===== src/sv/bmd_pkg.sv =====
// bmd_pkg: shared types and constants for the bgp message deframer
// no dependencies; imported by every module of the block
package bmd_pkg;

  // marker run length and minimum message length
  localparam int unsigned MARKER_BYTES = 16;
  localparam int unsigned RUN_W        = $clog2(MARKER_BYTES + 1);
  localparam logic [15:0] MIN_LEN      = 16'd19;
  localparam logic [7:0]  MARKER_BYTE  = 8'hff;

  // result status codes
  localparam logic [1:0] ST_COMPLETE  = 2'd0;
  localparam logic [1:0] ST_TRUNCATED = 2'd1;
  localparam logic [1:0] ST_SHORT_LEN = 2'd2;

  typedef struct packed {
    logic [7:0] data_byte;
    logic       end_of_capture;
  } in_word_t;

  typedef struct packed {
    logic [7:0]  msg_type;
    logic [15:0] msg_length;
    logic        skipped_garbage;
    logic [1:0]  status;
  } out_word_t;

endpackage


===== src/sv/bmd_if.sv =====
// bmd_if: valid/ready channel interfaces for byte input and message results
// no dependencies; field widths match the word types in bmd_pkg
interface bmd_in_if;
  logic       valid;
  logic       ready;
  logic [7:0] data_byte;
  logic       end_of_capture;

  modport source (output valid, output data_byte, output end_of_capture, input ready);
  modport sink   (input valid, input data_byte, input end_of_capture, output ready);
endinterface

interface bmd_out_if;
  logic        valid;
  logic        ready;
  logic [7:0]  msg_type;
  logic [15:0] msg_length;
  logic        skipped_garbage;
  logic [1:0]  status;

  modport source (output valid, output msg_type, output msg_length,
                  output skipped_garbage, output status, input ready);
  modport sink   (input valid, input msg_type, input msg_length,
                  input skipped_garbage, input status, output ready);
endinterface


===== src/sv/bmd_core.sv =====
// bmd_core: framing state and per-byte next-state / result logic
// depends on bmd_pkg
module bmd_core
  import bmd_pkg::*;
(
  input  logic      clk_i,
  input  logic      rst_ni,
  input  logic      step_i,
  input  in_word_t  word_i,
  output logic      res_valid_o,
  output out_word_t res_o
);

  typedef enum logic [1:0] {
    PH_HUNT = 2'd0,
    PH_HEAD = 2'd1,
    PH_BODY = 2'd2
  } phase_e;

  typedef struct packed {
    phase_e           phase;
    logic [RUN_W-1:0] marker_run;
    logic [1:0]       header_index;
    logic [15:0]      length_reg;
    logic [7:0]       type_reg;
    logic [15:0]      body_remaining;
    logic             garbage_seen;
  } fr_state_t;

  localparam fr_state_t IdleState = '{phase: PH_HUNT, default: '0};

  fr_state_t st_q, st_d;
  logic      emit;
  out_word_t res;

  always_comb begin
    st_d = st_q;
    emit = 1'b0;
    res  = '0;
    unique case (st_q.phase)
      PH_HEAD: begin
        unique case (st_q.header_index)
          2'd0: begin
            st_d.length_reg   = {word_i.data_byte, 8'h00};
            st_d.header_index = 2'd1;
          end
          2'd1: begin
            st_d.length_reg   = {st_q.length_reg[15:8], word_i.data_byte};
            st_d.header_index = 2'd2;
          end
          default: begin
            st_d.type_reg       = word_i.data_byte;
            res.msg_type        = word_i.data_byte;
            res.msg_length      = st_q.length_reg;
            res.skipped_garbage = st_q.garbage_seen;
            if (st_q.length_reg < MIN_LEN) begin
              emit       = 1'b1;
              res.status = ST_SHORT_LEN;
              st_d       = IdleState;
            end else if (st_q.length_reg == MIN_LEN) begin
              emit       = 1'b1;
              res.status = ST_COMPLETE;
              st_d       = IdleState;
            end else begin
              st_d.body_remaining = st_q.length_reg - MIN_LEN;
              st_d.phase          = PH_BODY;
            end
          end
        endcase
      end
      PH_BODY: begin
        st_d.body_remaining = st_q.body_remaining - 16'd1;
        if (st_q.body_remaining == 16'd1) begin
          emit                = 1'b1;
          res.msg_type        = st_q.type_reg;
          res.msg_length      = st_q.length_reg;
          res.skipped_garbage = st_q.garbage_seen;
          res.status          = ST_COMPLETE;
          st_d                = IdleState;
        end
      end
      default: begin
        // hunting; an unused phase code behaves the same
        st_d.phase = PH_HUNT;
        if (word_i.data_byte == MARKER_BYTE) begin
          if (st_q.marker_run == RUN_W'(MARKER_BYTES - 1)) begin
            st_d.phase        = PH_HEAD;
            st_d.header_index = 2'd0;
            st_d.length_reg   = '0;
            st_d.type_reg     = '0;
            st_d.marker_run   = '0;
          end else begin
            st_d.marker_run = st_q.marker_run + RUN_W'(1);
          end
        end else begin
          st_d.marker_run   = '0;
          st_d.garbage_seen = 1'b1;
        end
      end
    endcase

    if (word_i.end_of_capture) begin
      // capture ended inside a header or body: report it truncated
      if (!emit && (st_d.phase == PH_HEAD || st_d.phase == PH_BODY)) begin
        emit                = 1'b1;
        res.msg_type        = (st_d.phase == PH_BODY) ? st_d.type_reg : 8'h00;
        res.msg_length      = (st_d.phase == PH_BODY || st_d.header_index == 2'd2)
                              ? st_d.length_reg : 16'h0000;
        res.skipped_garbage = st_d.garbage_seen;
        res.status          = ST_TRUNCATED;
      end
      st_d = IdleState;
    end
  end

  always_ff @(posedge clk_i or negedge rst_ni) begin
    if (!rst_ni) begin
      st_q <= IdleState;
    end else if (step_i) begin
      st_q <= st_d;
    end
  end

  assign res_valid_o = step_i & emit;
  assign res_o       = res;

endmodule


===== src/sv/bmd_out_buf.sv =====
// bmd_out_buf: two-entry result queue that decouples the framer from the sink
// depends on bmd_pkg
module bmd_out_buf
  import bmd_pkg::*;
(
  input  logic      clk_i,
  input  logic      rst_ni,
  input  logic      push_i,
  input  out_word_t push_word_i,
  output logic      full_o,
  output logic      valid_o,
  input  logic      pop_i,
  output out_word_t word_o
);

  out_word_t  mem_q [2];
  logic       wr_ptr_q, rd_ptr_q;
  logic [1:0] cnt_q;
  logic       pop;

  assign pop     = pop_i & (cnt_q != 2'd0);
  assign valid_o = (cnt_q != 2'd0);
  assign full_o  = (cnt_q == 2'd2);
  assign word_o  = mem_q[rd_ptr_q];

  always_ff @(posedge clk_i) begin
    if (push_i) begin
      mem_q[wr_ptr_q] <= push_word_i;
    end
  end

  always_ff @(posedge clk_i or negedge rst_ni) begin
    if (!rst_ni) begin
      wr_ptr_q <= 1'b0;
      rd_ptr_q <= 1'b0;
      cnt_q    <= 2'd0;
    end else begin
      if (push_i) begin
        wr_ptr_q <= ~wr_ptr_q;
      end
      if (pop) begin
        rd_ptr_q <= ~rd_ptr_q;
      end
      unique case ({push_i, pop})
        2'b10:   cnt_q <= cnt_q + 2'd1;
        2'b01:   cnt_q <= cnt_q - 2'd1;
        default: cnt_q <= cnt_q;
      endcase
    end
  end

endmodule


===== src/sv/bgp_message_deframer.sv =====
// bgp_message_deframer: top level, input byte register, framer core, result queue
// depends on bmd_pkg, bmd_if, bmd_core, bmd_out_buf
// a byte accepted into the input register has its result (if any) pushed into the result queue when it is processed
// throughput: one byte per cycle while the result queue is not full
// results queue in a two-entry buffer; input stalls only when it is full and a byte is staged
// reset: asynchronous active-low, returns the framer to marker hunting and empties the queue
module bgp_message_deframer
  import bmd_pkg::*;
(
  input  logic  clk_i,
  input  logic  rst_ni,
  bmd_in_if.sink    in_i,
  bmd_out_if.source out_o
);

  // input register stage
  logic      stg_v_q;
  in_word_t  stg_q;
  logic      advance;
  logic      buf_full;

  // framer result toward the queue
  logic      res_valid;
  out_word_t res;
  out_word_t out_word;

  // the staged byte is processed once there is room for a possible result
  assign advance    = stg_v_q & ~buf_full;
  assign in_i.ready = ~stg_v_q | advance;

  always_ff @(posedge clk_i or negedge rst_ni) begin
    if (!rst_ni) begin
      stg_v_q <= 1'b0;
    end else if (in_i.ready) begin
      stg_v_q <= in_i.valid;
    end
  end

  // payload register, no reset needed
  always_ff @(posedge clk_i) begin
    if (in_i.ready && in_i.valid) begin
      stg_q <= '{data_byte: in_i.data_byte, end_of_capture: in_i.end_of_capture};
    end
  end

  // marker hunt, header capture and body count
  bmd_core u_core (
    .clk_i       (clk_i),
    .rst_ni      (rst_ni),
    .step_i      (advance),
    .word_i      (stg_q),
    .res_valid_o (res_valid),
    .res_o       (res)
  );

  // result queue, parts the framer from a stalled sink
  bmd_out_buf u_out_buf (
    .clk_i       (clk_i),
    .rst_ni      (rst_ni),
    .push_i      (res_valid),
    .push_word_i (res),
    .full_o      (buf_full),
    .valid_o     (out_o.valid),
    .pop_i       (out_o.ready),
    .word_o      (out_word)
  );

  assign out_o.msg_type        = out_word.msg_type;
  assign out_o.msg_length      = out_word.msg_length;
  assign out_o.skipped_garbage = out_word.skipped_garbage;
  assign out_o.status          = out_word.status;

endmodule

===== src/flat_wrapper.sv =====
// flat-port wrapper written by rule: the top's interface ports become plain ports
module bgp_message_deframer_flat import bmd_pkg::*;
  (clk_i, rst_ni, in_i_valid, in_i_data_byte, in_i_end_of_capture, in_i_ready, out_o_valid, out_o_msg_type, out_o_msg_length, out_o_skipped_garbage, out_o_status, out_o_ready);
  bmd_in_if in_i_i ();
  bmd_out_if out_o_i ();
  input  logic clk_i;
  input  logic rst_ni;
  input wire logic [$bits(in_i_i.valid)-1:0] in_i_valid;
  input wire logic [$bits(in_i_i.data_byte)-1:0] in_i_data_byte;
  input wire logic [$bits(in_i_i.end_of_capture)-1:0] in_i_end_of_capture;
  output wire logic [$bits(in_i_i.ready)-1:0] in_i_ready;
  output wire logic [$bits(out_o_i.valid)-1:0] out_o_valid;
  output wire logic [$bits(out_o_i.msg_type)-1:0] out_o_msg_type;
  output wire logic [$bits(out_o_i.msg_length)-1:0] out_o_msg_length;
  output wire logic [$bits(out_o_i.skipped_garbage)-1:0] out_o_skipped_garbage;
  output wire logic [$bits(out_o_i.status)-1:0] out_o_status;
  input wire logic [$bits(out_o_i.ready)-1:0] out_o_ready;
  assign in_i_i.valid = in_i_valid;
  assign in_i_i.data_byte = in_i_data_byte;
  assign in_i_i.end_of_capture = in_i_end_of_capture;
  assign in_i_ready = in_i_i.ready;
  assign out_o_valid = out_o_i.valid;
  assign out_o_msg_type = out_o_i.msg_type;
  assign out_o_msg_length = out_o_i.msg_length;
  assign out_o_skipped_garbage = out_o_i.skipped_garbage;
  assign out_o_status = out_o_i.status;
  assign out_o_i.ready = out_o_ready;
  bgp_message_deframer u_core (.clk_i(clk_i), .rst_ni(rst_ni), .in_i(in_i_i), .out_o(out_o_i));
endmodule

===== config.mk =====
export PLATFORM = sky130hd
export DESIGN_NAME = bgp_message_deframer_flat
export DESIGN_NICKNAME = d
export VERILOG_FILES = /design/src/sv/bmd_pkg.sv /design/src/sv/bmd_if.sv /design/src/sv/bmd_core.sv /design/src/sv/bmd_out_buf.sv /design/src/sv/bgp_message_deframer.sv /design/src/flat_wrapper.sv
export SDC_FILE = /design/constraint.sdc
export NUM_CORES = 1
export LEC_CHECK = 0
export BUFFER_PORTS_ARGS = -buffer_cell sky130_fd_sc_hd__buf_2
export CAP_MARGIN = 30
export CORE_UTILIZATION = 45
export DETAILED_ROUTE_END_ITERATION = 7
export GPL_TIMING_DRIVEN = 0
export MAX_ROUTING_LAYER = met4
export SLEW_MARGIN = 20
export SYNTH_ARGS = -nofsm -noshare
export SYNTH_HDL_FRONTEND = slang
export SYNTH_HIERARCHICAL = 1
export SYNTH_SLANG_ARGS = --single-unit

===== constraint.sdc =====
create_clock -name clk_i -period 5.4 [get_ports clk_i]
set_input_delay 1.08 -clock clk_i [delete_from_list [all_inputs] [get_ports clk_i]]
set_output_delay 1.08 -clock clk_i [all_outputs]
set_load 0.02 [all_outputs]

==> flow_summary.toml, run 1 <==
[grt]
track_usage = 0.2279
grt_busiest_layer = "met2"
grt_pass1_wl_um = 23690
met1_usage = 0.3004
antenna_found_initial = 0
grt_pass1_vias = 4364
use_met3 = 0.05523
grt_use_met2 = 0.3449
grt_max_degree = 56
overflow = 0

[status]
status = "finished, final reports clean"

[synth]
yosysWarnings = 6
synthArstFlopShare = 0.4661
synth_top_family_by_area = "compound AO/OA/AOI/OAI gates"
synth_xor_area_frac = 0.03322
syn_avg_cell_area_um2 = 11.80
syn_inst = 514
synth-adder-area-share = 0.01651
syn_nets = 535
yosysSeqAreaShare = 0.5390
synth.distinct_cells = 66
synth_compound_area_frac = 0.1859
synth_flop_cell = "edfxtp_1"
synth-edff-count = 63
synthSimpleGateAreaFrac = 0.1317
synth_area_um2 = 6063
muxShareOfSynthArea = 0.06376
ys_seq_elements = 118

[placed_design]
pre_cts_ws_ps = 1046
gp_congestion = 0.8908
hpwl_um = 10160
port-buffer-count = 41
placedInstanceArea_um2 = 6525

[pwr]
p_per_area_nw_per_um2 = 352.3
leakagePower_nw = 2.724
vdd_ir_drop_max_mv = 0.1680

[finish]
antenna_cells = 0
final_cell_mix = "edfxtp_1 (63), dfrtp_1 (55), buf_2 (42), a22o_1 (37), nand2_1 (35)"
fin_area_um2 = 7167
drive_above_1_share = 0.2105
finalNetCount = 597
area_delta_synth_final_pct = 18.20
n_fill_cell = 1139
layout_commonest_cell = "edfxtp_1"

[critical_path]
critPathKind = "flip-flop to flip-flop"
reg2reg_depth = 12
cp_max_fo = 10
cp.required_ps = 5550
r2r_slack_ps = 950
start_kind = "flip-flop"
critPathArrivalTime_ps = 4610
crit_path_end_kind = "flip-flop"
r2r-start = "u_core/u_core/st_q[2]"
timing.rr.end = "u_core/u_out_buf/mem_q[1][10]"

[floorplanning]
io_pins = 42
rows = 42
die-width_um = 118.1
dieArea_um2 = 13940
start_util = 0.4597
fp.coreArea_um2 = 13190
fp.dieH_um = 118.1

[clocking]
htreeDepth = 4
cts_tree = "built"
clock-sinks = 118
post_cts_buffers = 0
cts_root_buf = "clkbuf_16"
clk_path_buf_depth = 2
cts.clk_slew.worst_paths_ps = 60
clk_latency_ps = 420
cts_hold_buf = 0
cts_buffers = 17
ctsResizeCount = 0

[route]
routed_wl_um = 14340
first_iter_violations = 329
firstDrtPassIters = 5
vias = 4524
drc_errors = 0
via_per_inst = 5.914
ant_nets = 0
wire_per_inst_um = 18.74

[sta]
hold_viol_final = 0
fin_crit_sh = 0.8247
setup_viol = 0
slew_violations = 0
tns_ps = 0
period_needed_ps = 4453
skew_ps = 12.94
max_freq_mhz = 224.5
worst_slack_ps = 946.6
worst_hold_slack_ps = 482.5
tightestPinTransition_ps = 907.9
rsz0062_at_grt = "no"
slew-limit-headroom = 0.3883

[flow_run]
cap_violations = 0

[worst_hold_path]
holdPathEnd = "u_core/u_core/st_q[47]"
hold_class = "flip-flop to flip-flop"
min_from = "u_core/u_core/st_q[47]"
whs_path_depth = 1
## kinds of logic (layout without fill, tap and decap cells)
logic type      Yosys count  in the layout
compound gates          149            149
mux                      28             28
fa+ha+maj                 8              8
simple gates            146            146
xor+xnor                 23             23
buf+inv                  42            117
flops                   118            118
## critical path: stages (launching register included)
cell and delay (ps):
dfrtp_1 380, inv_1 90, ha_1 160, or3b_2 520
o41ai_4 720, nand2_1 120, a31oi_1 250, ha_1 280
nor2b_1 270, a21oi_1 100, o21ai_0 720, o31ai_4 280
a22o_1 300
## flip-flops by register name, indices dropped and copies added, names as in the netlist
| signal | cells |
|---|---|
| u_core/stg_q | 9 |
| u_core/stg_v_q | 1 |
| u_core/u_core/st_q | 50 |
| u_core/u_out_buf/cnt_q | 2 |
| u_core/u_out_buf/mem_q | 54 |
| u_core/u_out_buf/rd_ptr_q | 1 |
| u_core/u_out_buf/wr_ptr_q | 1 |
## area by class of cell
class	instances	area, µm²	area share
clock inverter	15	216.5	0.03020
buffer	25	117.6	0.01641
inverter	17	63.81	0.008904
clock buffer	17	425.4	0.05936
timing repair buffer	43	232.7	0.03247
multi-input combinational	354	2623	0.3659
sequential	118	3268	0.4560
tap	176	220.2	0.03073
## metrics by stage
step | utilization | total power [mW] | cells
2_1_floorplan | - | 1.238 | 514
3_3_place_gp | 0.4919 | 1.324 | 731
3_5_place_dp | 0.4947 | 1.328 | 733
4_1_cts | 0.5434 | 2.553 | 765
5_1_grt | 0.5434 | 2.631 | 765
6_report | 0.5434 | 2.525 | 765
## power by group
part / switching, mW / internal (mW)
registers: 0.0383 / 0.975
clock network: 0.432 / 0.784
logic: 0.180 / 0.115
total: 0.650 / 1.87
## cell usage after synthesis (all sizes together) (5+ instances only)
cell / number / area share
clkbuf: 20 / 0.012
xnor2: 12 / 0.017
o22ai: 13 / 0.013
a22o: 37 / 0.053
a21oi: 10 / 0.0095
o21ai: 34 / 0.028
a31oi: 7 / 0.0072
o31ai: 5 / 0.011
xor2: 11 / 0.016
ha: 8 / 0.017
buf: 5 / 0.0070
nand2: 35 / 0.022
nand2b: 8 / 0.0083
nand3: 7 / 0.0058
dfrtp: 55 / 0.23
nand4: 8 / 0.0083
nor3: 16 / 0.013
a22oi: 6 / 0.0074
a21o: 5 / 0.0062
nor2b: 5 / 0.0052
edfxtp: 63 / 0.31
a2bb2oi: 5 / 0.0072
nor2: 23 / 0.015
inv: 17 / 0.011
mux2: 28 / 0.064
nor4: 16 / 0.019
a32o: 7 / 0.012
## worst max path at each step
stage	from	to	cells after the start
4_1_cts	u_core/u_core/st_q[2]	u_core/u_out_buf/mem_q[0][10]	12
6_report	u_core/u_core/st_q[2]	u_core/u_out_buf/mem_q[1][10]	12
3_5_place_dp	u_core/u_core/st_q[2]	u_core/u_out_buf/mem_q[1][10]	12
2_1_floorplan	u_core/u_core/st_q[2]	u_core/u_out_buf/mem_q[0][0]	11
3_3_place_gp	u_core/u_core/st_q[2]	u_core/u_out_buf/mem_q[0][8]	11
5_1_grt	u_core/u_core/st_q[2]	u_core/u_out_buf/mem_q[1][9]	12
## layer usage
metal | up-vias | part of all wire
met5 | - | 0
met4 | 0 | 0.012
met3 | 14 | 0.055
met2 | 130 | 0.48
met1 | 2258 | 0.45
li1 | 2122 | -
No activity file was read; power rests on OpenSTA's default activity.
==> run 2: changes to the inputs <==
--- a/config.mk
+++ b/config.mk
@@ -5,6 +5,7 @@
 export SDC_FILE = /design/constraint.sdc
 export NUM_CORES = 1
 export LEC_CHECK = 0
+export ABC_AREA = 1
 export BUFFER_PORTS_ARGS = -buffer_cell sky130_fd_sc_hd__buf_2
 export CAP_MARGIN = 30
 export CORE_UTILIZATION = 45
==> constraint.sdc (replaced) <==
create_clock -name clk_i -period 4.3 [get_ports clk_i]
set_input_delay 0.86 -clock clk_i [delete_from_list [all_inputs] [get_ports clk_i]]
set_output_delay 0.86 -clock clk_i [all_outputs]
set_load 0.02 [all_outputs]
==> flow_summary.toml, run 2 <==
[status]
status = "finished, final reports clean"

[pwr]
switching_share = 0.3234
p_per_area_nw_per_um2 = 446.2
leakagePower_nw = 3.572
p_seq_frac = 0.354
pwr-share-comb = 0.242
power_frac_clock = 0.404
p_switching_mw = 1.152
p_int_mw = 2.410
power_mw = 3.562
vdd_ir_drop_max_mv = 0.2423

[grt]
track_usage = 0.2704
overflow = 0
antenna_found_initial = 0
grt_max_degree = 56
grt_pass1_wl_um = 31750
grt_pass1_vias = 5953

[clocking]
cts_tree = "built"
cts.clk_slew.worst_paths_ps = 60
clk_path_buf_depth = 2
clock-sinks = 118
post_cts_buffers = 0
cts_root_buf = "clkbuf_16"
htreeDepth = 4
clk_latency_ps = 420
cts_hold_buf = 0
cts_buffers = 17

[critical_path]
critPathKind = "flip-flop to flip-flop"
cpMaxStageDelayCell = "dfrtp_1"
cp_max_fo = 16
crit_path_cell_trace = "inv_1 > nand2_1 > nor2_4 > nand2_1 > o21ai_1 > buf_2 > nand2_1 > o211ai_1 > inv_1 > ha_1 > nor2_1 > inv_1 > a21oi_1 > nand2_1 > clkinvlp_4 > buf_8"
path_delay_family = "buffers and inverters"
cp.required_ps = 4420
start_kind = "flip-flop"
critPathArrivalTime_ps = 4060
crit_path_end_kind = "flip-flop"
slowest_delay_ps = 420
worst-path-buf-inv = 6
cp_common_cell = "nand2_1"

[sta]
slew_violations = 0
worst_hold_slack_ps = 481.4
hold_viol_final = 0
fin_crit_sh = 0.9145
rsz0062_at_grt = "no"
setup_viol = 0
max_freq_mhz = 254.3
period_needed_ps = 3933
slew-limit-headroom = 0.4103
skew_ps = 11.97
tns_ps = 0
tightestPinTransition_ps = 884.5

[finish]
largest_reg_flops = 54
final_cell_mix = "nand2_1 (305), nor2_1 (73), inv_1 (69), edfxtp_1 (63), nand3_1 (58)"
largest-register = "u_core/u_out_buf/mem_q"
reg.largest.list = "u_core/u_out_buf/mem_q: 54 flops, u_core/u_core/st_q: 50 flops, u_core/stg_q: 9 flops"
antenna_cells = 0
area_delta_synth_final_pct = 15.62
drive_above_1_share = 0.1462
fin_util = 0.5410
fin_area_um2 = 7981
layout_commonest_cell = "nand2_1"
finalNetCount = 952

[placed_design]
port-buffer-count = 41
placedInstanceArea_um2 = 7383
gp_congestion = 0.9975
hpwl_um = 14340

[synth]
synth_top_cell_by_area = "edfxtp_1"
ys_top_cells_by_area = "edfxtp_1 (27%), dfrtp_1 (20%), nand2_1 (17%), nand3_1 (4.2%), nor2_1 (4.0%)"
yosysWarnings = 6
synth.distinct_cells = 43
synthArstFlopShare = 0.4661
yosys.area.top_type_share = 0.2741
ys_seq_elements = 118
yosysMostFrequentCell = "nand2_1"
syn_inst = 870
syn_nets = 891
yosysSeqAreaShare = 0.4734
synth_area_um2 = 6903
synth_flop_cell = "edfxtp_1"
synth_common_cells = "nand2_1 (305), nor2_1 (74), inv_1 (70)"
synth-edff-count = 63
syn_avg_cell_area_um2 = 7.934

[floorplanning]
fp.coreArea_um2 = 14750
fp.dieH_um = 125.9
die-width_um = 125.9
rows = 44
io_pins = 42
dieArea_um2 = 15840
start_util = 0.4679

[route]
routed_wl_um = 19450
wire_per_inst_um = 17.24
first_iter_violations = 710
via_per_inst = 5.456
drc_errors = 0
vias = 6154
firstDrtPassIters = 5
ant_nets = 0

[flow_run]
cap_violations = 0

[worst_hold_path]
hold_class = "flip-flop to flip-flop"
[run 2: cell count changes after synthesis, moves of 12 or more]
cell     change
inv_1       +53
o22ai_1     +31
a21oi_1     +21
nand2_1    +270
nor2_1      +52
inv_2       +12
nor3_1      -15
mux2_4      -19
a22o_1      -35
nor4_1      -15
nand3_1     +51
[run 2: power by group through the flow]
stage,logic [mW],registers (mW),clock network [mW]
floorplan,0.591,1.27,0
global placement,0.855,1.28,0
detailed placement,0.865,1.28,0
CTS,0.867,1.26,1.46
global route,0.960,1.26,1.51
finish,0.861,1.26,1.44
[run 2: logic make-up after synthesis]
kind of cell,after synthesis,synth area share
AND/OR/NAND/NOR,472,0.2911
AO/OA/AOI/OAI,143,0.1251
flip-flops,118,0.4734
buffers and inverters,113,0.07558
XOR/XNOR,16,0.02030
adder cells (fa/ha/maj),8,0.01450
[run 2: worst paths after layout]
path	from	end	slack [ps]	depth (start not counted)
hold reg to reg	u_core/u_out_buf/cnt_q[1]	u_core/u_out_buf/cnt_q[1]	480	2
min in group asynchronous	rst_ni	u_core/u_core/st_q[2]	490	1
setup reg to reg	u_core/u_core/st_q[9]	u_core/u_out_buf/mem_q[1][16]	370	16
setup / recovery	u_core/u_core/st_q[9]	u_core/u_out_buf/mem_q[1][16]	370	16
hold / removal	u_core/u_out_buf/cnt_q[1]	u_core/u_out_buf/cnt_q[1]	480	2
max in group asynchronous	rst_ni	u_core/u_core/st_q[29]	3250	1
[run 2: area by class of cell]
cell class / count / area (µm²)
flip-flops and latches: 118 / 3268
repair buffers: 43 / 242.7
multi-input cells: 639 / 3120
clock inverters: 13 / 155.1
fillers: 1409 / 6773
clock buffers: 19 / 442.9
inverters: 83 / 317.8
well taps: 184 / 230.2
plain buffers: 29 / 203.9
[run 2: metal layers]
layer / part of all wire / vias to the layer above / track usage
li1: - / 3016 / -
met1: 0.44 / 2833 / 0.3488
met2: 0.44 / 263 / 0.4056
met3: 0.073 / 42 / 0.05310
met4: 0.039 / 0 / 0.1389
met5: 0 / - / -
[run 2: what timing repair did]
action,CTS,global route
gates resized for setup,1,0
cloned,0,0
endpoints found under the setup margin,6,13
[run 2: through the flow]
stage	setup slack, ps	std cells
floorplan	105.3	870
global placement	-1072	1095
detailed placement	-3.132	1097
CTS	171.4	1129
global route	99.73	1128
finish	367.4	1128
[run 2: worst register-to-register path: cells and delay by family (launching register included)]
family	cells	cell delay [ps]
buffers and inverters	6	1100
and+or+nand+nor	6	1070
AOI/OAI and AO/OA	3	770
DFF	1	420
adders and majority gates	1	290
